==> config.mk <==
export PLATFORM = sky130hd
export DESIGN_NAME = tksid_fifo
export DESIGN_NICKNAME = d
export VERILOG_FILES = /design/src/rtl/tksid_pkg.sv /design/src/rtl/tksid_fifo.sv
export SDC_FILE = /design/constraint.sdc
export NUM_CORES = 1
export LEC_CHECK = 0
export BUFFER_PORTS_ARGS = -buffer_cell sky130_fd_sc_hd__buf_4
export CORE_AREA = 2 2 172 174
export CTS_BUF_LIST = sky130_fd_sc_hd__clkbuf_16
export DETAILED_ROUTE_END_ITERATION = 8
export DIE_AREA = 0 0 174 176
export PLACE_DENSITY = 0.69
export SYNTH_ARGS = -nofsm -noshare
export SYNTH_HDL_FRONTEND = slang
export SYNTH_SLANG_ARGS = --single-unit
==> constraint.sdc <==
create_clock -name clk -period 14.1 [get_ports clk]
set_clock_uncertainty 0.1 [all_clocks]
set_input_delay 1.41 -clock clk [delete_from_list [all_inputs] [get_ports clk]]
set_output_delay 1.41 -clock clk [all_outputs]
set_load 0.01 [all_outputs]
==> src/rtl/tksid_pkg.sv <==
// ---------------------------------------------------------------------------
// tksid_pkg
// Types and codes of the sorted top-k match list.
// ---------------------------------------------------------------------------
package tksid_pkg;

  localparam int IDX_W  = 5;
  localparam int POS_W  = 5;
  localparam int OCNT_W = 6;
  localparam int LIM_W  = 6;
  localparam int STAT_W = 3;
  localparam int KIND_W = 2;

  localparam logic [KIND_W-1:0] K_INSERT = 2'd0;
  localparam logic [KIND_W-1:0] K_READ   = 2'd1;
  localparam logic [KIND_W-1:0] K_CLEAR  = 2'd2;
  localparam logic [KIND_W-1:0] K_NONE   = 2'd3;

  localparam logic [STAT_W-1:0] ST_INSERTED  = 3'd0;
  localparam logic [STAT_W-1:0] ST_DUPLICATE = 3'd1;
  localparam logic [STAT_W-1:0] ST_DROPPED   = 3'd2;
  localparam logic [STAT_W-1:0] ST_READ_OK   = 3'd3;
  localparam logic [STAT_W-1:0] ST_READ_BAD  = 3'd4;
  localparam logic [STAT_W-1:0] ST_CLEARED   = 3'd5;

  typedef enum logic [1:0] {
    OP_INSERT,
    OP_READ,
    OP_CLEAR
  } op_t;

  typedef struct packed {
    logic        [31:0] id;
    logic        [31:0] tags;
    logic        [31:0] dkey;
    logic signed [31:0] lat;
    logic signed [31:0] lon;
  } entry_t;

  typedef struct packed {
    op_t              op;
    entry_t           ent;
    logic [IDX_W-1:0] idx;
  } cmd_t;

  typedef struct packed {
    logic [STAT_W-1:0] status;
    logic [POS_W-1:0]  position;
    logic [OCNT_W-1:0] entry_count;
    entry_t            ent;
  } res_t;

endpackage

==> src/rtl/tksid_fifo.sv <==
// ---------------------------------------------------------------------------
// tksid_fifo
// Two-entry command queue between the front end and the list engine.
// ---------------------------------------------------------------------------
module tksid_fifo (
  input  logic              clk,
  input  logic              rst_n,
  input  logic              wr_valid,
  output logic              wr_ready,
  input  tksid_pkg::cmd_t   wr_data,
  output logic              rd_valid,
  input  logic              rd_ready,
  output tksid_pkg::cmd_t   rd_data
);

  tksid_pkg::cmd_t q_r [2];
  logic       wp_r, wp_nxt;
  logic       rp_r, rp_nxt;
  logic [1:0] cnt_r, cnt_nxt;
  logic       push, pop;

  assign wr_ready = (cnt_r != 2'd2);
  assign rd_valid = (cnt_r != 2'd0);
  assign rd_data  = q_r[rp_r];
  assign push     = wr_valid && wr_ready;
  assign pop      = rd_valid && rd_ready;

  always_comb begin
    wp_nxt  = push ? ~wp_r : wp_r;
    rp_nxt  = pop ? ~rp_r : rp_r;
    cnt_nxt = cnt_r;
    if (push && !pop) begin
      cnt_nxt = cnt_r + 2'd1;
    end else if (pop && !push) begin
      cnt_nxt = cnt_r - 2'd1;
    end
  end

  always_ff @(posedge clk) begin
    if (!rst_n) begin
      wp_r  <= 1'b0;
      rp_r  <= 1'b0;
      cnt_r <= 2'd0;
    end else begin
      wp_r  <= wp_nxt;
      rp_r  <= rp_nxt;
      cnt_r <= cnt_nxt;
    end
  end

  always_ff @(posedge clk) begin
    if (push) begin
      q_r[wp_r] <= wr_data;
    end
  end

endmodule

Word-level counts from Yosys, hierarchy flattened. Memories as Yosys holds them, arrays and structs flattened. A register that Yosys moved wholly into a read port is not among the register bits. Cells that the tools add are included.

Register bits: 4. Latch bits: 0. Memory bits (writable): 334. ROM bits: 0. Output and inout port bits: 169. Word-level logic and storage cells: 23. Memories kept: 1.

Memories: q_r (words 2, width 167, rd ports 1, clocked after Yosys merged registers in 1, write ports 1, line tksid_fifo.sv:16) `tksid_pkg::cmd_t q_r [2];`.

Add/sub/neg operators: 2. Multiply operators: 0. Divide/modulo/power cells: 0. Order comparisons: 0. Equal/unequal tests: 1. Shift-type cells: 0. Multiplexer cells: 6. Bitwise gates (word level): 2. Reductions and logical operators: 8.

Operators by type and width (count): $logic_and A1 B1 Y1 (4); $mux W1 (4); $mux W2 (2); $reduce_bool A2 Y1 (2); $add A2 B1 Y2 const B (1); $logic_not A1 Y1 (2); $ne A2 B2 Y1 const B (1); $not A1 Y1 (2); $sub A2 B1 Y2 const B (1).

Logic depth before layout (Yosys ltp). Gate-level depths: netlist of the first run.

Depth after elaboration: 6. Mapped depth: 6.

Worst setup path after synthesis of the first run. Ideal clock, no wire load.

Path type: input to register. Start point: in wr_valid. End point: mem q_r[1][0] in the netlist's numbering, enable pin. Data arrival time: 5286 ps. Required time: 13452 ps. Setup slack: 8166 ps. Stages on the path: 1. Cells stage by stage: and3_1.

Longest elaborated chain between the ends: 3.

RTL lines: start, declared (line tksid_fifo.sv:8) `input logic wr_valid,`; $logic_and A1 B1 Y1 (line tksid_fifo.sv:25) `assign push = wr_valid && wr_ready;`; $mux W1 (line tksid_fifo.sv:52) `if (push) begin`; $mux W1 (implied by the code) (line tksid_fifo.sv:53) `q_r[wp_r] <= wr_data;`; end, declared (line tksid_fifo.sv:16).

Every way passes these cells.

==> key figures, run 1 <==
Timing
  • Final Max Tran Viols: 0
  • Setup TNS: 0 ps
  • Worst-Margin Slew: 1071 ps
  • Slew headroom: 0.2860
  • Min Tclk post-route: 4549 ps
  • RSZ-0062 raised after global routing: no
  • Setup WS post-layout: 9551 ps
  • Crit share post-route: 0.3226
  • Setup-failing EPs final: 0
  • Achievable clock frequency: 219.8 MHz
  • Final hold viol count: 0

Place
  • Post-place setup slack: 10050 ps
  • PortBufs: 339
  • Gpl congestion: 0.7621
  • Detailed Place HPWL: 17020 microns

Final layout
  • Ant diodes: 0
  • Fillers: 2157
  • Fraction of layout cells with a size suffix above 1: 0.6086
  • Finished Core Util: 0.5918
  • Commonest non-fill, non-tap cell in the layout: buf_4
  • Area delta synth->final: 31.61%
  • Most frequent cells in the layout: buf_4, edfxtp_1, mux2_4
  • Final #Nets: 1080

Worst setup path
  • Reg2reg path depth: 4
  • Worst Path Required: 12590 ps
  • CP endpoint kind: output pin
  • Critical path depth: 4
  • Crit-path most repeated cell: buf_4
  • Worst path top cell family by delay: buffers and inverters
  • Maximum fanout along the worst path: 50
  • Buf+Inv Stages, Crit Path: 3
  • Cell chain of the critical path: buf_4, buf_4, mux2_4, buf_4
  • CP max stage cell: buf_4
  • Crit-path max cell delay: 750 ps
  • Critical Path Source Type: register
  • Critical path class: reg -> out
  • Crit path arrival time: 3040 ps

Clock network
  • Max Root-Sink Buffers: 3
  • Cts bufs inserted: 36
  • CTS tree: yes
  • CTS Hold Buffers Added: 0
  • Setup bufs post-CTS: 0
  • Max H-tree Level: 2
  • # clock sinks: 339
  • CTS resizes: 0
  • Worst-path clk slew: 60 ps
  • Root Driver: clkbuf_16
  • Skew-Pair Late Insertion Delay: 500 ps

Synth
  • Yosys warnings: 0
  • Syn_nets: 716
  • Post-synthesis compound-gate area fraction: 0.002729
  • Synthesis-stage register bit count: 339
  • Largest family of logic cells by synthesized area: multiplexers
  • Top cell type's share of synthesized area: 0.7814
  • Post-synthesis simple-gate area fraction: 0.005069
  • Top cells by area, synth: edfxtp_1, mux2_4, mux2_2
  • Multiplexer share of the synthesized area: 0.1845
  • XOR/XNOR Fraction of Synth Area: 0.002047
  • Synth Area in Adders: 0.0009748
  • Synth Instances: 544
  • Post-Syn Area: 12840 sq um
  • Sequential share of the synthesized area: 0.7892
  • Netlist cell types: 21
  • Mean Syn Cell Area: 23.60 sq um
  • Synth area leader: edfxtp_1

Drt
  • Drt total wl: 25060 microns
  • Via count: 6251
  • Routed wire per std cell: 19.00 microns
  • Pre-Repair DR Iteration Count: 4
  • Antenna Nets Post-Route: 0
  • DR iter-0 viols: 429
  • DRC: 0
  • Vias per inst: 4.739

Pwr
  • VDD IR max: 148.4 uV
  • Total leakage power: 6.535 nW
  • Cell Pwr Density: 180.2 nW/um^2

Worst hold path
  • Worst Hold Class: reg -> reg
  • Worst Hold Depth: 2

Floorplanning
  • Die Area: 30620 sq um
  • Num rows: 62
  • Die Ht: 176 microns
  • Initial Util: 0.4496
  • Core ar.: 28550 sq um
  • IO Pins: 340
  • DIE WIDTH: 174 microns

Flow run
  • Number of max-cap violations: 0

Global route
  • Initial antenna violation count: 0
  • Gr ovfl total: 0
  • Total GRT Usage: 0.1566
  • Vias in the first global route: 6558
  • Largest net degree at the start of global routing: 96
  • First-pass GRT wire length: 36780 microns

Run status
  • Status: finished clean
==> cells by family after synthesis <==
kind of cell,Yosys count
adder cells (fa/ha/maj),1
XOR/XNOR,3
AND/OR/NAND/NOR,9
AO/OA/AOI/OAI,5
buffers and inverters,20
multiplexers,167
flip-flops,339
==> power by group <==
part | total [W] | leakage (nW) | internal [W] | switching (W)
combinational | 0.000825 | 2.78 | 0.000458 | 0.000367
clock | 0.000918 | 0.591 | 0.000551 | 0.000366
sequential | 0.00130 | 3.16 | 0.00126 | 0.0000393
total | 0.00304 | 6.54 | 0.00227 | 0.000773
==> registers in the layout (all words and copies together) (netlist names), named ones only <==
register,cells
wp_r,1
q_r,334
rp_r,1
cnt_r,2
==> per-layer routing <==
| layer | track usage | up-vias | routed length, microns | part of all wire |
|---|---|---|---|---|
| met5 | 0 | - | 0 | 0 |
| met4 | 0.05917 | 0 | 799 | 0.032 |
| met3 | 0.06072 | 53 | 2321 | 0.093 |
| met2 | 0.2636 | 251 | 12470 | 0.50 |
| met1 | 0.1824 | 3048 | 9471 | 0.38 |
| li1 | - | 2899 | - | - |
==> cell type report <==
| class | count | area [sq um] | area share |
|---|---|---|---|
| flip-flops and latches | 339 | 10130 | 0.5998 |
| inverters | 1 | 8.758 | 0.0005184 |
| multi-input cells | 185 | 2512 | 0.1487 |
| repair buffers | 345 | 2590 | 0.1533 |
| clock inverters | 28 | 242.7 | 0.01437 |
| well taps | 384 | 480.5 | 0.02844 |
| clock buffers | 37 | 925.9 | 0.05481 |
==> cells in the mapped netlist (all sizes together) <==
library cell / instances
a21bo: 1
a21boi: 2
and2: 4
and3: 1
buf: 19
dfxtp: 5
edfxtp: 334
ha: 1
inv: 1
mux2: 167
nand2b: 1
nand3b: 1
o21ai: 2
or2: 1
or3: 1
xnor2: 2
xor2: 1
==> per-stage QoR <==
| stage | hold WS [ps] | power (W) | cells | cell area, sq um |
|---|---|---|---|---|
| 5_1_grt | 518.2 | 0.003173 | 1319 | 16890 |
| 6_report | 491.2 | 0.003044 | 1319 | 16890 |
| 2_1_floorplan | 412.4 | 0.001841 | 544 | 12840 |
| 3_5_place_dp | 449.6 | 0.002161 | 1254 | 15730 |
| 3_3_place_gp | 436.9 | 0.002152 | 1254 | 15730 |
| 4_1_cts | 488.5 | 0.003084 | 1319 | 16890 |
==> tightest hold or removal path: stages (launching register included) <==
cell and delay [ps]:
dfxtp_1 360, o21ai_0 110, a21boi_1 70
==> final timing paths <==
| check | startpoint | to | slack [ps] |
|---|---|---|---|
| worst max-delay path | register | rd_data[112] | 9550 |
| worst min register to register | cnt_r[1] | cnt_r[1] | 490 |
| worst min-delay path | cnt_r[1] | cnt_r[1] | 490 |
| worst max register to register | cnt_r[0] | q_r[0][3] | 11090 |
(Power assumes the default switching activity.)
==> run 2, diff against run 1 <==
PLACE_DENSITY = 0.72   (was 0.69)
clock period = 4.1 ns   (was 14.1 ns; I/O delays follow)
==> run 2 against run 1 <==
Register-to-register slack worse by 9600 ps. Critical path type unchanged. Total power grew to 3.5 times the previous value. Design area is 10% higher. Critical endpoint is now rd_data[156]. Via count is 13% higher. Largest power group unchanged. Non-clock buffer count is 176 higher. Wire length is 13% higher. Critical path depth is 1 lower. Clock-buffer cell count stayed put. Worst setup slack worse by 8300 ps. Flip-flop and latch count stayed put.
==> key figures, run 2 (synthesis results as in run 1) <==
Drt
  • DRC: 0
  • Antenna Nets Post-Route: 0
  • Drt total wl: 28250 microns
  • Vias per inst: 4.733
  • Highest metal used: met4
  • Met3 Routed Length: 1794 microns
  • Routed met2 length: 14770 microns
  • DR iter-0 viols: 367
  • Via count: 7062
  • Pre-Repair DR Iteration Count: 4
  • Routed wire per std cell: 18.93 microns
  • Metal-1 WL: 10820 microns

Timing
  • Achievable clock frequency: 348.1 MHz
  • Crit share post-route: 0.7006
  • Slew headroom: 0.3019
  • Min Tclk post-route: 2873 ps
  • Final hold viol count: 0
  • RSZ-0062 raised after global routing: no
  • Worst-Margin Slew: 1045 ps
  • Final Max Tran Viols: 0
  • Worst hold slack: 25.29 ps
  • Setup TNS: 0 ps
  • Setup-failing EPs final: 0

Clock network
  • Max Root-Sink Buffers: 3
  • CTS tree: yes
  • Root Driver: clkbuf_16
  • Setup bufs post-CTS: 0
  • Worst-path clk slew: 60 ps
  • Skew-Pair Late Insertion Delay: 500 ps
  • # clock sinks: 339
  • Cts bufs inserted: 36
  • Max H-tree Level: 2

Pwr
  • VDD IR max: 610.3 uV
  • Cell Pwr Density: 568.5 nW/um^2
  • Total leakage power: 7.245 nW

Worst setup path
  • Worst Path Required: 3590 ps
  • Critical Path Source Type: register
  • Crit Reg-Reg Startpoint: cnt_r[0]
  • Reg2reg setup slack: 1520 ps
  • Critical path class: reg -> out
  • CP endpoint kind: output pin
  • R2R Path End: q_r[0][24]
  • Maximum fanout along the worst path: 61
  • Crit path arrival time: 2360 ps
  • Reg2reg path depth: 4

Floorplanning
  • Core ar.: 28550 sq um
  • Initial Util: 0.4496
  • Die Ht: 176 microns
  • Num rows: 62
  • DIE WIDTH: 174 microns
  • IO Pins: 340
  • Die Area: 30620 sq um

Global route
  • First-pass GRT wire length: 41890 microns
  • Total GRT Usage: 0.1780
  • Largest net degree at the start of global routing: 62
  • Initial antenna violation count: 1
  • Vias in the first global route: 7536
  • Gr ovfl total: 0

Place
  • PortBufs: 339
  • Detailed Place HPWL: 17320 microns
  • Gpl congestion: 0.7768

Final layout
  • Commonest non-fill, non-tap cell in the layout: buf_4
  • Max reg flops: 334
  • Fillers: 1907
  • Area delta synth->final: 44.98%
  • Most frequent cells in the layout: buf_4, edfxtp_1, dlygate4sd3_1
  • Final #Nets: 1256
  • Fraction of layout cells with a size suffix above 1: 0.5230
  • Register with the most flip-flops: q_r
  • Top Registers: q_r: 334 flops, cnt_r: 2 flops

Flow run
  • Number of max-cap violations: 0

Worst hold path
  • Hold Path Origin: wr_data[108]
  • WHS Endpoint: q_r[1][108]
  • Worst Hold Depth: 1
  • Worst Hold Class: in -> reg

Run status
  • Status: finished clean
## run 2: worst max-delay path, cell delays in order, from the launching register on
cell     delay, ps
dfxtp_4        810
buf_12         420
mux2_4         350
buf_4          150
## run 2: timing repair
item                      in CTS  in global routing
hold buffers                 166                  0
hold endpoints to repair     332                  0
resized for setup              0                  0
## run 2: where the power goes
group | internal (W) | switching (W) | total (W)
registers | 0.00433 | 0.000181 | 0.00451
logic | 0.00172 | 0.00132 | 0.00304
clock network | 0.00176 | 0.00126 | 0.00302
## run 2: area by class of cell
cell class	instances	area, sq um	area share
clock buffers	37	925.9	0.04975
clock inverters	24	170.2	0.009144
inverters	1	7.507	0.0004034
multi-input cells	185	2512	0.1350
repair buffers	521	4377	0.2352
diodes	1	2.502	0.0001345
flip-flops and latches	339	10130	0.5445
well taps	384	480.5	0.02582
## run 2: worst max path at each step
stage,start,slack [ps],end
final,register,1230,rd_data[156]
after global routing,register,1110,rd_data[165]
after CTS,register,1160,rd_data[165]
after detailed placement,wr_valid,1460,q_r[0][20]
after global placement,wr_valid,1510,q_r[0][20]
after floorplan,cnt_r[0],480,q_r[0][0]
## run 2: stage by stage
step | instances | util | instance area, sq um | worst slack [ps] | total power [W]
final | 1492 | 0.6519 | 18610 | 1227 | 0.01058
after floorplan | 544 | - | 12840 | 476.4 | 0.006298
after CTS | 1491 | 0.6518 | 18610 | 1159 | 0.01067
after global placement | 1264 | 0.5552 | 15850 | 1511 | 0.007468
after global routing | 1492 | 0.6519 | 18610 | 1110 | 0.01101
after detailed placement | 1264 | 0.5552 | 15850 | 1461 | 0.007510
## run 2: per-layer routing
metal	vias to the layer above	GRT usage
met5	-	0
met4	0	0.06162
met3	57	0.04587
met2	281	0.3245
met1	3476	0.2035
li1	3248	-
==> run 3, diff against run 2 <==
PLACE_DENSITY = 0.69   (was 0.72)
clock period = 2.7 ns   (was 4.1 ns; I/O delays follow)
==> run 3 against run 2 <==
Combinational power grew 54%. Total power up 52%. Flip-flop and latch count unchanged. Clock power rose by 55%. Register-to-register slack got worse by 680 ps. Largest power group unchanged. Worst setup slack got worse by 780 ps. Design area is 0.24% higher. Sequential share of layout area down 0.12 points. Clock-buffer cell count is the same. Highest routed layer unchanged.
==> key figures, run 3 (synthesis results as in run 1) <==
Timing
  • RSZ-0062 raised after global routing: no
  • Worst-Margin Slew: 675.4 ps
  • Achievable clock frequency: 444.3 MHz
  • Final Max Tran Viols: 0
  • Setup-failing EPs final: 0
  • Crit share post-route: 0.8336
  • Setup WS post-layout: 449.2 ps
  • Min Tclk post-route: 2251 ps
  • Slew headroom: 0.5498
  • Final hold viol count: 0

Place
  • Placed cell area: 15830 sq um
  • Post-place setup slack: 854.0 ps
  • Gpl congestion: 0.7386
  • Detailed Place HPWL: 16180 microns
  • PortBufs: 339
  • Placed cells: 1256

Global route
  • Met1 Use GR: 0.1906
  • Largest net degree at the start of global routing: 109
  • Vias in the first global route: 7420
  • Total GRT Usage: 0.1674
  • First-pass GRT wire length: 39640 microns
  • Gr ovfl total: 0
  • Initial antenna violation count: 4
  • GR met2 Demand/Resource: 0.3010
  • Met3 Use GR: 0.04220
  • GRT Max-Usage Layer: met2

Worst setup path
  • CP endpoint kind: output pin
  • Crit-path most repeated cell: buf_4
  • Critical path class: reg -> out
  • Critical Path Source Type: register
  • CP max stage cell: buf_4
  • Worst Path Required: 2330 ps
  • Maximum fanout along the worst path: 28
  • Crit-path max cell delay: 420 ps
  • Cell chain of the critical path: buf_4, mux2_2, buf_4
  • Crit path arrival time: 1880 ps

Floorplanning
  • Die Ht: 176 microns
  • Core ar.: 28550 sq um
  • Num rows: 62
  • DIE WIDTH: 174 microns
  • Initial Util: 0.4496
  • Die Area: 30620 sq um
  • IO Pins: 340

Pwr
  • VDD IR max: 564.0 uV
  • Cell Pwr Density: 864.2 nW/um^2
  • Seq pwr share: 0.419
  • Total leakage power: 7.256 nW
  • Sw frac: 0.2538
  • Clock power frac: 0.291
  • Combinational fraction of design power: 0.290
  • P_sw: 0.004091 W
  • Pint: 0.01203 W

Final layout
  • Post-route insts no fill: 1489
  • Fin area: 18650 sq um
  • Max reg flops: 334
  • Commonest non-fill, non-tap cell in the layout: buf_4
  • Register with the most flip-flops: q_r
  • Final #Nets: 1250
  • Top Registers: q_r: 334 flops, cnt_r: 2 flops
  • Area delta synth->final: 45.33%
  • Fraction of layout cells with a size suffix above 1: 0.5145
  • Most frequent cells in the layout: buf_4, edfxtp_1, dlygate4sd3_1

Worst hold path
  • Worst Hold Class: in -> reg

Clock network
  • Root Driver: clkbuf_16
  • Skew-Pair Late Insertion Delay: 500 ps
  • Max Root-Sink Buffers: 3
  • # clock sinks: 339
  • Worst-path clk slew: 60 ps
  • Max H-tree Level: 2
  • CTS tree: yes
  • Cts bufs inserted: 35

Run status
  • Status: finished clean

Drt
  • Antenna Nets Post-Route: 0
  • DR iter-0 viols: 414
  • Drt total wl: 26740 microns
  • Pre-Repair DR Iteration Count: 4
  • Vias per inst: 4.664
  • Routed wire per std cell: 17.96 microns
  • DRC: 0
  • Via count: 6945

Flow run
  • Number of max-cap violations: 0
[run 3: cell types whose count changed in the layout (fill, tap and decap cells not counted), moves of 2 or more]
cell / delta
buf_4: -11
clkinv_2: -5
inv_1: +5
diode_2: +4
buf_12: +3
dlygate4sd3_1: +3
bufinv_16: +2
clkinvlp_4: -2
[run 3: per-stage QoR]
stage,hold slack (ps),total power [W],TNS [ps],utilization
6_report,194.8,0.01612,0,0.6534
3_5_place_dp,357.4,0.01139,0,0.5544
2_1_floorplan,268.9,0.009566,-222940,-
4_1_cts,171.5,0.01631,0,0.6530
5_1_grt,217.4,0.01678,0,0.6534
3_3_place_gp,355.0,0.01133,0,0.5544
[run 3: worst paths after layout]
kind	start	end	slack, ps	depth (start not counted)
max	register	rd_data[165]	450	3
min	rd_ready	register	190	4
max reg2reg	cnt_r[0]	q_r[0][107]	840	4
min reg2reg	cnt_r[1]	cnt_r[1]	460	2
[run 3: final cells by class]
type / count / area [sq um]
Sequential cell: 339 / 10130
Clock buffer: 37 / 925.9
Inverter: 1 / 7.507
Clock inverter: 22 / 196.4
Multi-Input combinational cell: 185 / 2512
Antenna cell: 5 / 12.51
Fill cell: 1952 / 9893
Timing Repair Buffer: 516 / 4384
Tap cell: 384 / 480.5
[run 3: metal layers]
| layer | up-vias | share of wire |
|---|---|---|
| li1 | 3234 | - |
| met1 | 3411 | 0.38 |
| met2 | 241 | 0.53 |
| met3 | 59 | 0.059 |
| met4 | 0 | 0.035 |
| met5 | - | 0 |
[run 3: power groups by stage]
| stage | registers, W | logic (W) | clock network, W |
|---|---|---|---|
| after floorplan | 0.00686 | 0.00270 | 0 |
| after global placement | 0.00682 | 0.00451 | 0 |
| after detailed placement | 0.00686 | 0.00453 | 0 |
| after CTS | 0.00675 | 0.00475 | 0.00481 |
| after global routing | 0.00680 | 0.00495 | 0.00503 |
| final | 0.00675 | 0.00468 | 0.00469 |
[run 3: worst max-delay path: cells and delay by family (launching register included)]
kind,cells,cell delay (ps)
flip-flops,1,400
buffers and inverters,2,570
multiplexers,1,410
[run 3: timing repair]
item	in CTS	in global routing
endpoints found under the hold margin	339	0
setup buffers	0	0
resized for setup	0	0
setup endpoints to repair	0	0
hold buffers	169	0
