===== src/rtl/tksid_pkg.sv =====
// ---------------------------------------------------------------------------
// tksid_pkg
// Types and codes of the sorted top-k match list.
// ---------------------------------------------------------------------------
package tksid_pkg;

  localparam int IDX_W  = 5;
  localparam int POS_W  = 5;
  localparam int OCNT_W = 6;
  localparam int LIM_W  = 6;
  localparam int STAT_W = 3;
  localparam int KIND_W = 2;

  localparam logic [KIND_W-1:0] K_INSERT = 2'd0;
  localparam logic [KIND_W-1:0] K_READ   = 2'd1;
  localparam logic [KIND_W-1:0] K_CLEAR  = 2'd2;
  localparam logic [KIND_W-1:0] K_NONE   = 2'd3;

  localparam logic [STAT_W-1:0] ST_INSERTED  = 3'd0;
  localparam logic [STAT_W-1:0] ST_DUPLICATE = 3'd1;
  localparam logic [STAT_W-1:0] ST_DROPPED   = 3'd2;
  localparam logic [STAT_W-1:0] ST_READ_OK   = 3'd3;
  localparam logic [STAT_W-1:0] ST_READ_BAD  = 3'd4;
  localparam logic [STAT_W-1:0] ST_CLEARED   = 3'd5;

  typedef enum logic [1:0] {
    OP_INSERT,
    OP_READ,
    OP_CLEAR
  } op_t;

  typedef struct packed {
    logic        [31:0] id;
    logic        [31:0] tags;
    logic        [31:0] dkey;
    logic signed [31:0] lat;
    logic signed [31:0] lon;
  } entry_t;

  typedef struct packed {
    op_t              op;
    entry_t           ent;
    logic [IDX_W-1:0] idx;
  } cmd_t;

  typedef struct packed {
    logic [STAT_W-1:0] status;
    logic [POS_W-1:0]  position;
    logic [OCNT_W-1:0] entry_count;
    entry_t            ent;
  } res_t;

endpackage


===== src/rtl/tksid_front.sv =====
// ---------------------------------------------------------------------------
// tksid_front
// Input stage: accept items, decode the kind, drop unused kinds.
// ---------------------------------------------------------------------------
module tksid_front (
  input  logic                          clk,
  input  logic                          rst_n,
  input  logic                          in_valid,
  output logic                          in_ready,
  input  logic [tksid_pkg::KIND_W-1:0]  in_kind,
  input  tksid_pkg::entry_t             in_ent,
  input  logic [tksid_pkg::IDX_W-1:0]   in_idx,
  output logic                          cmd_valid,
  input  logic                          cmd_ready,
  output tksid_pkg::cmd_t               cmd
);

  logic            fr_valid_r;
  tksid_pkg::cmd_t cmd_r, cmd_nxt;
  logic            keep;

  assign in_ready  = !fr_valid_r || cmd_ready;
  assign cmd_valid = fr_valid_r;
  assign cmd       = cmd_r;

  // Classify the item; the unused kind produces no command.
  always_comb begin
    cmd_nxt.ent = in_ent;
    cmd_nxt.idx = in_idx;
    keep        = 1'b1;
    case (in_kind)
      tksid_pkg::K_INSERT: cmd_nxt.op = tksid_pkg::OP_INSERT;
      tksid_pkg::K_READ:   cmd_nxt.op = tksid_pkg::OP_READ;
      tksid_pkg::K_CLEAR:  cmd_nxt.op = tksid_pkg::OP_CLEAR;
      default: begin
        cmd_nxt.op = tksid_pkg::OP_CLEAR;
        keep       = 1'b0;
      end
    endcase
  end

  always_ff @(posedge clk) begin
    if (!rst_n) begin
      fr_valid_r <= 1'b0;
    end else if (in_valid && in_ready) begin
      fr_valid_r <= keep;
    end else if (cmd_ready) begin
      fr_valid_r <= 1'b0;
    end
  end

  always_ff @(posedge clk) begin
    if (in_valid && in_ready) begin
      cmd_r <= cmd_nxt;
    end
  end

endmodule


===== config.mk =====
export PLATFORM = sky130hd
export DESIGN_NAME = tksid_front
export DESIGN_NICKNAME = d
export VERILOG_FILES = /design/src/rtl/tksid_pkg.sv /design/src/rtl/tksid_front.sv
export SDC_FILE = /design/constraint.sdc
export NUM_CORES = 1
export LEC_CHECK = 0
export ABC_AREA = 1
export BUFFER_PORTS_ARGS = -buffer_cell sky130_fd_sc_hd__buf_4
export CORE_AREA = 2 2 132 134
export CTS_CLUSTER_SIZE = 24
export DETAILED_ROUTE_END_ITERATION = 10
export DIE_AREA = 0 0 134 136
export PLACE_DENSITY_LB_ADDON = 0.2
export SYNTH_ARGS = -nofsm -noshare
export SYNTH_HDL_FRONTEND = slang
export SYNTH_SLANG_ARGS = --single-unit

===== constraint.sdc =====
create_clock -name clk -period 16 [get_ports clk]
set_input_delay 3.2 -clock clk [delete_from_list [all_inputs] [get_ports clk]]
set_output_delay 3.2 -clock clk [all_outputs]
set_load 0.05 [all_outputs]

* Word-level counts from Yosys, hierarchy flattened
Index checks and enable logic that the tools add are counted.
** Storage, ports and cells
- Bits in registers :: 168
- Input bits :: 171
- Output and inout bits :: 169
- Word-level logic and storage cells :: 20
** Cells by class
- Equal/unequal tests :: 2
- Multiplexer cells :: 4
- Reductions and logical operators :: 6
** Operators by type and width (number)
- one-hot mux 2 bit (2 select lines) :: 1
- two-way mux 1 bit :: 3
- OR reduction 3 bit :: 1
- equality test 2 x 1 -> 1 bit (second input constant) :: 1
- equality test 2 bit (second input constant) :: 1
- zero test 2 bit :: 1
- nonzero test 2 bit :: 1
- logical AND 1 bit :: 1
- zero test 1 bit :: 1
- logical OR 1 bit :: 1

* Longest topological paths before layout
Gate-level depths: netlist of the first run.
- Word-level depth :: 4
- Gate-level depth with buffers :: 3
- Depth with buffers taken out :: 3

* Worst setup path before layout of the first run
No wires, ideal clock.
- Path type :: input-to-reg
- From :: input port in_valid
- To :: register cmd_r (netlist bit cmd[0]) (enable)
- Setup time :: 0.951 ns
- Arrival :: 15.245 ns
- Data required time :: 15.049 ns
- Slack :: -0.196 ns
- Cell stages on the path :: 1
- Buffers on the path :: 0
- Cell sequence :: a21boi_0
** On the way
- Longest elaborated chain between the ends :: 1
** RTL lines
- from (decl) :: line tksid_front.sv:8 : input logic in_valid,
- logical AND 1 bit :: line tksid_front.sv:53 : if (in_valid && in_ready) begin
- to (signal assigned) :: line tksid_front.sv:54 : cmd_r <= cmd_nxt;
- to (decl) :: line tksid_front.sv:19 : tksid_pkg::cmd_t cmd_r, cmd_nxt;
Every way passes these cells.
A chain may end at the register's enable or synchronous reset.

* Final worst setup path of the first run
- From :: input port cmd_ready
- To :: output port in_ready
** On the way
- Longest elaborated chain between the ends :: 1
** RTL lines
- from (decl) :: line tksid_front.sv:14 : input logic cmd_ready,
- logical OR 1 bit :: line tksid_front.sv:22 : assign in_ready = !fr_valid_r || cmd_ready;
- to (decl) :: line tksid_front.sv:9 : output logic in_ready,
Every way passes these cells.

==> results of run 1 <==
## cell type report
cell class	count	area (um^2)
fill	1440	8350
sequential	168	5030
timing repair buffer	342	2570
clock buffer	19	433
tap	225	282
clock inverter	13	153
multi-input combinational	6	45.0
inverter	3	11.3
## how the worst max path moves through the flow
stage | depth (start not counted) | slack, ns | to
floorplan | 1 | 4.21 | cmd[0]
global placement | 4 | 9.16 | in_ready
detailed placement | 4 | 9.16 | in_ready
CTS | 4 | 9.16 | in_ready
global route | 4 | 9.15 | in_ready
finish | 4 | 9.16 | in_ready
## worst reg2reg max path: stages (launching register included)
cell	delay, ns
dfxtp_1	0.36
a21boi_4	0.17
buf_4	0.60
buf_4	0.89
## power by group through the flow
stage / Combinational [mW] / Clock, mW / Sequential (mW)
5_1_grt: 0.179 / 0.435 / 0.526
4_1_cts: 0.175 / 0.418 / 0.524
3_3_place_gp: 0.173 / 0 / 0.532
6_report: 0.173 / 0.406 / 0.524
2_1_floorplan: 0.00874 / 0 / 0.629
3_5_place_dp: 0.175 / 0 / 0.533
## metrics by stage
stage                     setup WS (ns)  instances
after floorplan                    4.21        178
final                              9.16        776
after global routing               9.15        776
after CTS                          9.16        776
after detailed placement           9.16        744
after global placement             9.16        744
## cell families after synthesis
kind of cell | after synthesis
flip-flops | 168
buffers and inverters | 4
AO/OA/AOI/OAI | 2
AND/OR/NAND/NOR | 4
## layer usage
layer  vias up  track usage, %  share of wire, %
li1       1437               -                 -
met1      1524            14.3                34
met2       204            23.3                52
met3        22            7.01                12
met4         0            6.74               2.3
met5         -               0                 0
## state kept, by name (all words and copies together) (netlist names)
name and cells:
cmd 167, cmd_valid 1
## cells in the final DEF, fill, tap and decap left out, types with 2 or more instances in the layout
| cell type | count |
|---|---|
| clkbuf_16 | 17 |
| buf_4 | 342 |
| bufinv_16 | 3 |
| clkinv_1 | 3 |
| inv_1 | 2 |
| nand2_1 | 2 |
| clkinvlp_4 | 2 |
| inv_6 | 2 |
| clkinv_2 | 2 |
| edfxtp_1 | 167 |
| clkbuf_1 | 2 |
==> flow_summary_export.csv, run 1 <==
group,metric,value,unit
status,run_status,"finished clean",
cells_and_area,antenna-diode-count,0,
drt,wl_per_cell,16.9,um
synth,synth_ff_type,"edfxtp_1",
worst_setup_path,worst_setup_path_start_kind,"primary input",
hold_path,worstHoldEndpoint,"cmd_valid",
power_and_ir_drop,finalPower,1.10,mW
clock_network,clk-insertion-delay-late,0.42,ns
power_and_ir_drop,power_switching,0.285,mW
timing,clock_skew,0.00836,ns
power_and_ir_drop,p_clk_share,36.8,%
power_and_ir_drop,seq_power_share,47.5,%
worst_setup_path,path_delay_family,"buffers and inverters",
synth,synth_area_leader_cell,"edfxtp_1",
synth,synth.most_common_cell,"edfxtp_1",
cells_and_area,postLayoutCellArea,8530,um^2
timing,rsz0062_at_grt,"false",
worst_setup_path,worstReg2RegStart,"cmd_valid",
worst_setup_path,crit_slowest_cell,"buf_4",
worst_setup_path,largest_stage_delay_on_the_critical_path,0.19,ns
clock_network,cts_resized,0,
hold_path,holdPathStages,2,
timing,layout_min_cycle_time,6.84,ns
timing,final_min_period_over_clock_period,42.7,%
cells_and_area,finish.net_count,709,
power_and_ir_drop,worst_ir_drop_vdd,0.0000618,V
worst_setup_path,reg2reg_setup_slack,13.55,ns
cells_and_area,layout_area_overhead,67.7,%
floorplan,fp.dieH,136,um
hold_path,min-delay-start,"cmd_valid",
drt,dr_total_vias,3187,
floorplan,placementRows,48,
synth,synth_async_sr_flop_share,0,%
cells_and_area,layout-drive-gt1-share,67.7,%
timing,clock.fmax,146,MHz
synth,synth_compound_gate_area_share,0.320,%
worst_setup_path,cp_common_cell,"buf_4",
synth,synth-edff-count,167,
global_route,grt_pass1_vias,3287,
floorplan,initial_utilization,30.1,%
timing,max_slew_margin,41.7,%
clock_network,cts_buffers,17,
power_and_ir_drop,power.density_cell_area,129,nW/um^2
worst_setup_path,setup.worst_path.class,"in -> out",
placement,place_congestion,0.749,
worst_setup_path,crit_path_end_kind,"output pin",
floorplan,dieArea,18200,um^2
synth,syn_area,5080,um^2
global_route,grt_first_pass_wirelength,18.3,mm
global_route,initial_antenna_violation_count,0,
timing,timing.final.setup_violations,0,
timing,fin_tns_setup,0,ns
worst_setup_path,critPathLaunch,"cmd_ready",
clock_network,worst_setup_hold_path_clk_slew,0.06,ns
power_and_ir_drop,cellInternalPower,0.818,mW
worst_setup_path,timing.critical_path.cells,"buf_4, inv_2, nand2_2, buf_4",
timing,hold_ws,0.549,ns
synth,multiplexer_area_fraction_after_synthesis,0,%
global_route,maximum_number_of_pins_on_one_net_before_global_route_repair,71,
synth,postSynthRegisterBits,168,
clock_network,clock_tree.htree_level_count,4,
synth,synth_adder_area_share,0,%
floorplan,die_w,134,um
clock_network,cts_post_setup_buffers_inserted,0,
placement,placed_cell_area,7940,um^2
drt,initialDrtViolationCount,128,
power_and_ir_drop,swShare,25.9,%
worst_setup_path,critPathArrivalTime,3.64,ns
power_and_ir_drop,leakage,3.59,nW
synth,synth_top_family_by_area,"simple AND/OR/NAND/NOR gates",
synth,xor_xnor_share_of_the_synthesized_area,0,%
clock_network,cts-root-buf,"clkbuf_16",
synth,synth_simple_gate_area_share,0.345,%
synth,synthDominantCellAreaShare,98.6,%
worst_setup_path,worst-r2r-cell-count,3,
global_route,grt.total_usage,13.8,%
floorplan,placeableCoreArea,16900,um^2
worst_setup_path,critical_path_buf_inv_count,3,
worst_setup_path,crit_fanout,2,
drt,route.detailed.vias_per_inst,4.11,
timing,maxSlewViolCount,0,
cells_and_area,layout.core_utilization,50.5,%
drt,final_antenna_net_count,0,
power_and_ir_drop,power_frac_comb,15.7,%
synth,synth_common_cells,"167 x edfxtp_1, 2 x inv_1, 2 x nand2_1",
drt,drt_wl_total,13.2,mm
drt,post-route-drc-count,0,
worst_setup_path,required,12.80,ns
clock_network,cts_hold_repair.buffers,0,
synth,ys_warn_count,0,
hold_path,holdCritPathClass,"reg -> reg",
timing,worst-slew-pin-transition,0.875,ns
synth,post_synth_main_area_contributors,"edfxtp_1 99%, dfxtp_1 0.39%, a21oi_2 0.17%",
synth,synth_cells,178,
drt,drt_pass1_iterations,4,
synth,syn_nets,349,
synth,postSynthAreaPerCell,28.6,um^2
worst_setup_path,regToRegEndpoint,"cmd[51]",
clock_network,tritoncts,"yes",
clock_network,clock_sinks,168,
job,max_cap_viol_count,0,
global_route,globalRoute.totalOverflow,0,
placement,numPortBuffers,339,
timing,report.final.hold_viol_count,0,
synth,yosysSeqAreaShare,99.0,%
floorplan,number_of_primary_i_o_pins,340,
synth,synth.distinct_cells,10,
clock_network,clock_path_buffers,2,
Power figures use the tool's default switching activity.
==> inputs of run 2 (changes only) <==
- CORE_AREA: 2 2 132 134 -> 2 2 130 132
- DIE_AREA: 0 0 134 136 -> 0 0 132 134
- clock period: 16 -> 6.9 ns (I/O delays scaled with it)
==> run 2 against run 1 <==
  * Power is 130% higher
  * Non-clock buffer count fell by 1
  * Worst setup slack worse by 5.5 ns
  * Flip-flop and latch count unchanged
  * Sequential power grew 130%
  * Clock power up 130%
  * Critical path depth did not move
  * Cell count shrank 0.77%
  * Die area is 2.9% lower
  * Core utilization grew 1.7 points
  * Hold slack improved by 0.0016 ns
  * Largest power group unchanged
==> flow_summary_export.csv, run 2 (synthesis results as in run 1) <==
group,metric,value,unit
status,run_status,"finished clean",
drt,initialDrtViolationCount,142,
power_and_ir_drop,worst_ir_drop_vdd,0.000145,V
drt,drt_wl_total,12.6,mm
power_and_ir_drop,power_switching,0.672,mW
worst_setup_path,crit_fanout,2,
timing,maxSlewViolCount,0,
clock_network,worst_setup_hold_path_clk_slew,0.06,ns
drt,post-route-drc-count,0,
floorplan,fp.dieH,134,um
cells_and_area,antenna-diode-count,0,
power_and_ir_drop,finalPower,2.54,mW
global_route,grt.total_usage,14.0,%
timing,report.final.hold_viol_count,0,
clock_network,cts_post_setup_buffers_inserted,0,
global_route,globalRoute.totalOverflow,0,
cells_and_area,fillerInstances,1367,
floorplan,number_of_primary_i_o_pins,340,
cells_and_area,most_common_cell_after_layout_fill_and_taps_aside,"buf_4",
clock_network,cts_hold_repair.buffers,0,
clock_network,cts_resized,0,
timing,final_min_period_over_clock_period,46.5,%
global_route,grt_pass1_vias,3255,
floorplan,placementRows,47,
global_route,grt_first_pass_wirelength,18.2,mm
clock_network,cts_buffers,17,
placement,placed_cell_area,7930,um^2
global_route,maximum_number_of_pins_on_one_net_before_global_route_repair,80,
clock_network,clock_sinks,168,
drt,met1Wirelength,4.27,mm
power_and_ir_drop,p_clk_share,36.4,%
power_and_ir_drop,cellInternalPower,1.87,mW
worst_setup_path,required,5.52,ns
timing,max_slew_margin,35.7,%
power_and_ir_drop,swShare,26.5,%
cells_and_area,finish.net_count,708,
cells_and_area,layout.core_utilization,52.2,%
power_and_ir_drop,leakage,3.57,nW
timing,worst-slew-pin-transition,0.964,ns
drt,drt_pass1_iterations,4,
timing,layout_min_cycle_time,3.21,ns
timing,fin_tns_setup,0,ns
hold_path,holdCritPathClass,"reg -> reg",
timing,clock.fmax,311,MHz
placement,place_congestion,0.713,
drt,route.detailed.vias_per_inst,3.97,
drt,wl_met2,6.72,mm
floorplan,die_w,132,um
timing,rsz0062_at_grt,"false",
cells_and_area,layout.cells.most_common_list,"341 x buf_4, 167 x edfxtp_1, 17 x clkbuf_16",
drt,final_antenna_net_count,0,
power_and_ir_drop,power_frac_comb,15.8,%
worst_setup_path,crit_path_end_kind,"output pin",
worst_setup_path,cp_common_cell,"buf_4",
cells_and_area,layout_area_overhead,67.3,%
job,max_cap_viol_count,0,
worst_setup_path,worst_setup_path_start_kind,"primary input",
cells_and_area,largest_reg_flops,167,
worst_setup_path,critPathArrivalTime,1.83,ns
timing,clock_skew,0.00772,ns
global_route,initial_antenna_violation_count,0,
floorplan,initial_utilization,31.2,%
worst_setup_path,largest_stage_delay_on_the_critical_path,0.19,ns
cells_and_area,postLayoutCellArea,8500,um^2
worst_setup_path,crit_slowest_cell,"buf_4",
placement,numPortBuffers,339,
clock_network,clk-insertion-delay-late,0.42,ns
drt,wl_per_cell,16.4,um
cells_and_area,layout-drive-gt1-share,68.2,%
floorplan,placeableCoreArea,16300,um^2
clock_network,clock_path_buffers,2,
floorplan,dieArea,17700,um^2
timing,timing.final.setup_violations,0,
power_and_ir_drop,seq_power_share,47.8,%
placement,dp_slack,3.30,ns
drt,dr_total_vias,3060,
worst_setup_path,setup.worst_path.class,"in -> out",
worst_setup_path,timing.critical_path.cells,"buf_4, inv_2, nand2_2, buf_4",
clock_network,clock_tree.htree_level_count,4,
clock_network,cts-root-buf,"clkbuf_16",
power_and_ir_drop,power.density_cell_area,298,nW/um^2
timing,setup_ws,3.69,ns
clock_network,tritoncts,"yes",
drt,met3_routed_wirelength,1.40,mm
drt,highest_layer,"met4",
run 2: cell type report:
class                      instances  area, um^2  area share, %
sequential                       168        5030           59.2
timing repair buffer             341        2560           30.1
clock buffer                      19         433           5.09
tap                              220         275           3.24
clock inverter                    13         144           1.69
multi-input combinational          6        45.0          0.530
inverter                           3        11.3          0.132
run 2: worst max-delay path, delay by kind of cell:
kind,cells,cell delay [ns]
buffers and inverters,3,0.38
and+or+nand+nor,1,0.06
run 2: worst paths after layout:
check | start | endpoint | slack (ns) | cells after the start
setup / recovery | cmd_ready | in_ready | 3.69 | 4
hold / removal | cmd_valid | cmd_valid | 0.55 | 2
setup reg to reg | cmd_valid | cmd[98] | 4.51 | 2
hold reg to reg | cmd_valid | cmd_valid | 0.55 | 2
run 2: per-layer routing:
layer | GRT usage, % | vias to the layer above
met5 | 0 | -
met4 | 6.22 | 0
met3 | 6.92 | 17
met2 | 24.8 | 201
met1 | 14.0 | 1409
li1 | - | 1433
run 2: per-stage QoR:
step	std cells	hold slack (ns)
after CTS	770	0.554
after detailed placement	738	0.540
final	770	0.551
after global placement	738	0.531
after floorplan	178	0.946
after global routing	770	0.576
run 2: power by group through the flow:
stage / combinational, mW / clock (mW) / sequential (mW)
6_report: 0.400 / 0.924 / 1.21
5_1_grt: 0.415 / 0.997 / 1.22
4_1_cts: 0.405 / 0.954 / 1.21
3_5_place_dp: 0.405 / 0 / 1.23
3_3_place_gp: 0.402 / 0 / 1.23
2_1_floorplan: 0.0205 / 0 / 1.45
==> inputs of run 3 (changes only) <==
- CORE_AREA: 2 2 130 132 -> 2 2 132 134
- DIE_AREA: 0 0 132 134 -> 0 0 134 136
- clock period: 6.9 -> 2.7 ns (I/O delays scaled with it)
==> run 3 against run 2 <==
  * Hold slack got worse by 0.25 ns
  * Clock power increased to 2.7 times the previous value
  * Clock skew increased by 0.00064 ns
  * Core utilization decreased by 1.4 points
  * Sequential share of layout area decreased by 0.43 points
  * Via count increased by 2.4%
  * Cell count increased by 0.78%
  * First-iteration DRC count increased by 25%
  * Design area increased by 0.81%
  * Die area increased by 3.0%
  * Register-to-register slack got worse by 3.3 ns
  * Global-route usage decreased by 0.90 points
  * Critical endpoint unchanged
  * Highest routed layer unchanged
==> flow_summary_export.csv, run 3 (synthesis results as in run 1) <==
group,metric,value,unit
status,run_status,"finished clean",
job,max_cap_viol_count,0,
clock_network,clock_path_buffers,2,
timing,final_min_period_over_clock_period,58.9,%
power_and_ir_drop,leakage,3.60,nW
floorplan,placeableCoreArea,16900,um^2
drt,wl_per_cell,16.1,um
timing,maxSlewViolCount,0,
timing,fin_tns_setup,0,ns
power_and_ir_drop,finalPower,6.58,mW
timing,clock_skew,0.00836,ns
power_and_ir_drop,power.density_cell_area,767,nW/um^2
clock_network,clk-insertion-delay-late,0.41,ns
floorplan,initial_utilization,30.1,%
drt,post-route-drc-count,0,
cells_and_area,final_cell_count_without_fillers,776,
worst_setup_path,worst_setup_path_start_kind,"flop",
global_route,grt.total_usage,13.1,%
clock_network,cts_buffers,17,
drt,route.detailed.vias_per_inst,4.04,
timing,timing.final.setup_violations,0,
worst_setup_path,required,2.16,ns
worst_setup_path,setup.worst_path.class,"reg -> out",
clock_network,tritoncts,"yes",
drt,initialDrtViolationCount,177,
timing,max_slew_margin,63.8,%
worst_setup_path,crit_path_end_kind,"output pin",
worst_setup_path,crit_slowest_cell,"dfxtp_4",
floorplan,placementRows,48,
power_and_ir_drop,worst_ir_drop_vdd,0.000373,V
global_route,globalRoute.totalOverflow,0,
placement,placed_cells,743,
cells_and_area,fillerInstances,1420,
timing,report.final.hold_viol_count,0,
worst_setup_path,largest_stage_delay_on_the_critical_path,0.36,ns
placement,place_congestion,0.713,
floorplan,number_of_primary_i_o_pins,340,
clock_network,cts_post_setup_buffers_inserted,0,
drt,dr_total_vias,3133,
cells_and_area,finish.net_count,708,
global_route,grt_first_pass_wirelength,17.4,mm
cells_and_area,layout-drive-gt1-share,68.4,%
timing,rsz0062_at_grt,"false",
cells_and_area,layout.cells.most_common_list,"339 x buf_4, 167 x edfxtp_1, 17 x clkbuf_16",
clock_network,worst_setup_hold_path_clk_slew,0.07,ns
floorplan,dieArea,18200,um^2
timing,worst-slew-pin-transition,0.542,ns
clock_network,clock_sinks,168,
worst_setup_path,critPathArrivalTime,1.05,ns
clock_network,clock_tree.htree_level_count,4,
global_route,maximum_number_of_pins_on_one_net_before_global_route_repair,98,
hold_path,holdCritPathClass,"in -> reg",
drt,drt_pass1_iterations,4,
global_route,grt_pass1_vias,3255,
worst_setup_path,crit_fanout,3,
floorplan,fp.dieH,136,um
worst_setup_path,path_delay_family,"flip-flops",
worst_setup_path,timing.critical_path.cells,"nand2_2, buf_4",
floorplan,die_w,134,um
placement,numPortBuffers,339,
drt,final_antenna_net_count,0,
timing,layout_min_cycle_time,1.59,ns
timing,clock.fmax,628,MHz
clock_network,cts_hold_repair.buffers,0,
cells_and_area,largest_reg_flops,167,
clock_network,cts-root-buf,"clkbuf_16",
cells_and_area,most_common_cell_after_layout_fill_and_taps_aside,"buf_4",
cells_and_area,layout.core_utilization,50.8,%
drt,drt_wl_total,12.5,mm
worst_setup_path,critical_path_buf_inv_count,1,
global_route,initial_antenna_violation_count,1,
timing,hold_ws,0.297,ns
clock_network,cts_resized,0,
cells_and_area,layout_area_overhead,68.6,%
## run 3: cell types whose count changed in the layout (fill, tap and decap cells not counted), sizes merged
cell,delta
clkinv,+1
diode,+1
clkinvlp,-1
bufinv,+1
clkbuf,-1
## run 3: worst reg2reg max path, stage by stage (launching register included)
cell and delay [ns]:
dfxtp_4 0.36, a21boi_4 0.21, buf_12 0.40
## run 3: through the flow
stage	worst slack, ns	instance area, um^2
final	1.11	8570
after global routing	1.05	8570
after CTS	1.07	8570
after detailed placement	0.931	7970
after global placement	0.960	7970
after floorplan	-1.06	5110
## run 3: worst paths after layout
path	startpoint	endpoint	slack, ns	cells after the start
setup reg to reg	cmd_valid	cmd[154]	1.24	2
hold / removal	in_ent[138]	cmd[143]	0.30	1
hold reg to reg	cmd_valid	cmd_valid	0.52	2
setup / recovery	cmd_valid	in_ready	1.11	2
## run 3: final cells by class
type                    instances  area, um^2  share of cell area (%)
diodes                          1        2.50                  0.0292
clock inverters                14         171                    2.00
flip-flops and latches        168        5040                    58.8
inverters                       3        18.8                   0.219
well taps                     225         282                    3.28
multi-input cells               6        45.0                   0.525
clock buffers                  18         429                    5.01
repair buffers                341        2580                    30.2
## run 3: per-layer routing
metal	wire, um	up-vias	GRT usage, %
met5	0	-	0
met4	278	0	6.74
met3	1610	22	7.05
met2	6420	200	21.6
met1	4160	1471	13.7
li1	-	1440	-
## run 3: power by group
part           internal [mW]  total [mW]  switching, mW
combinational          0.345        1.03          0.685
sequential              3.06        3.10         0.0420
clock                   1.46        2.45          0.985
total                   4.86        6.58           1.71
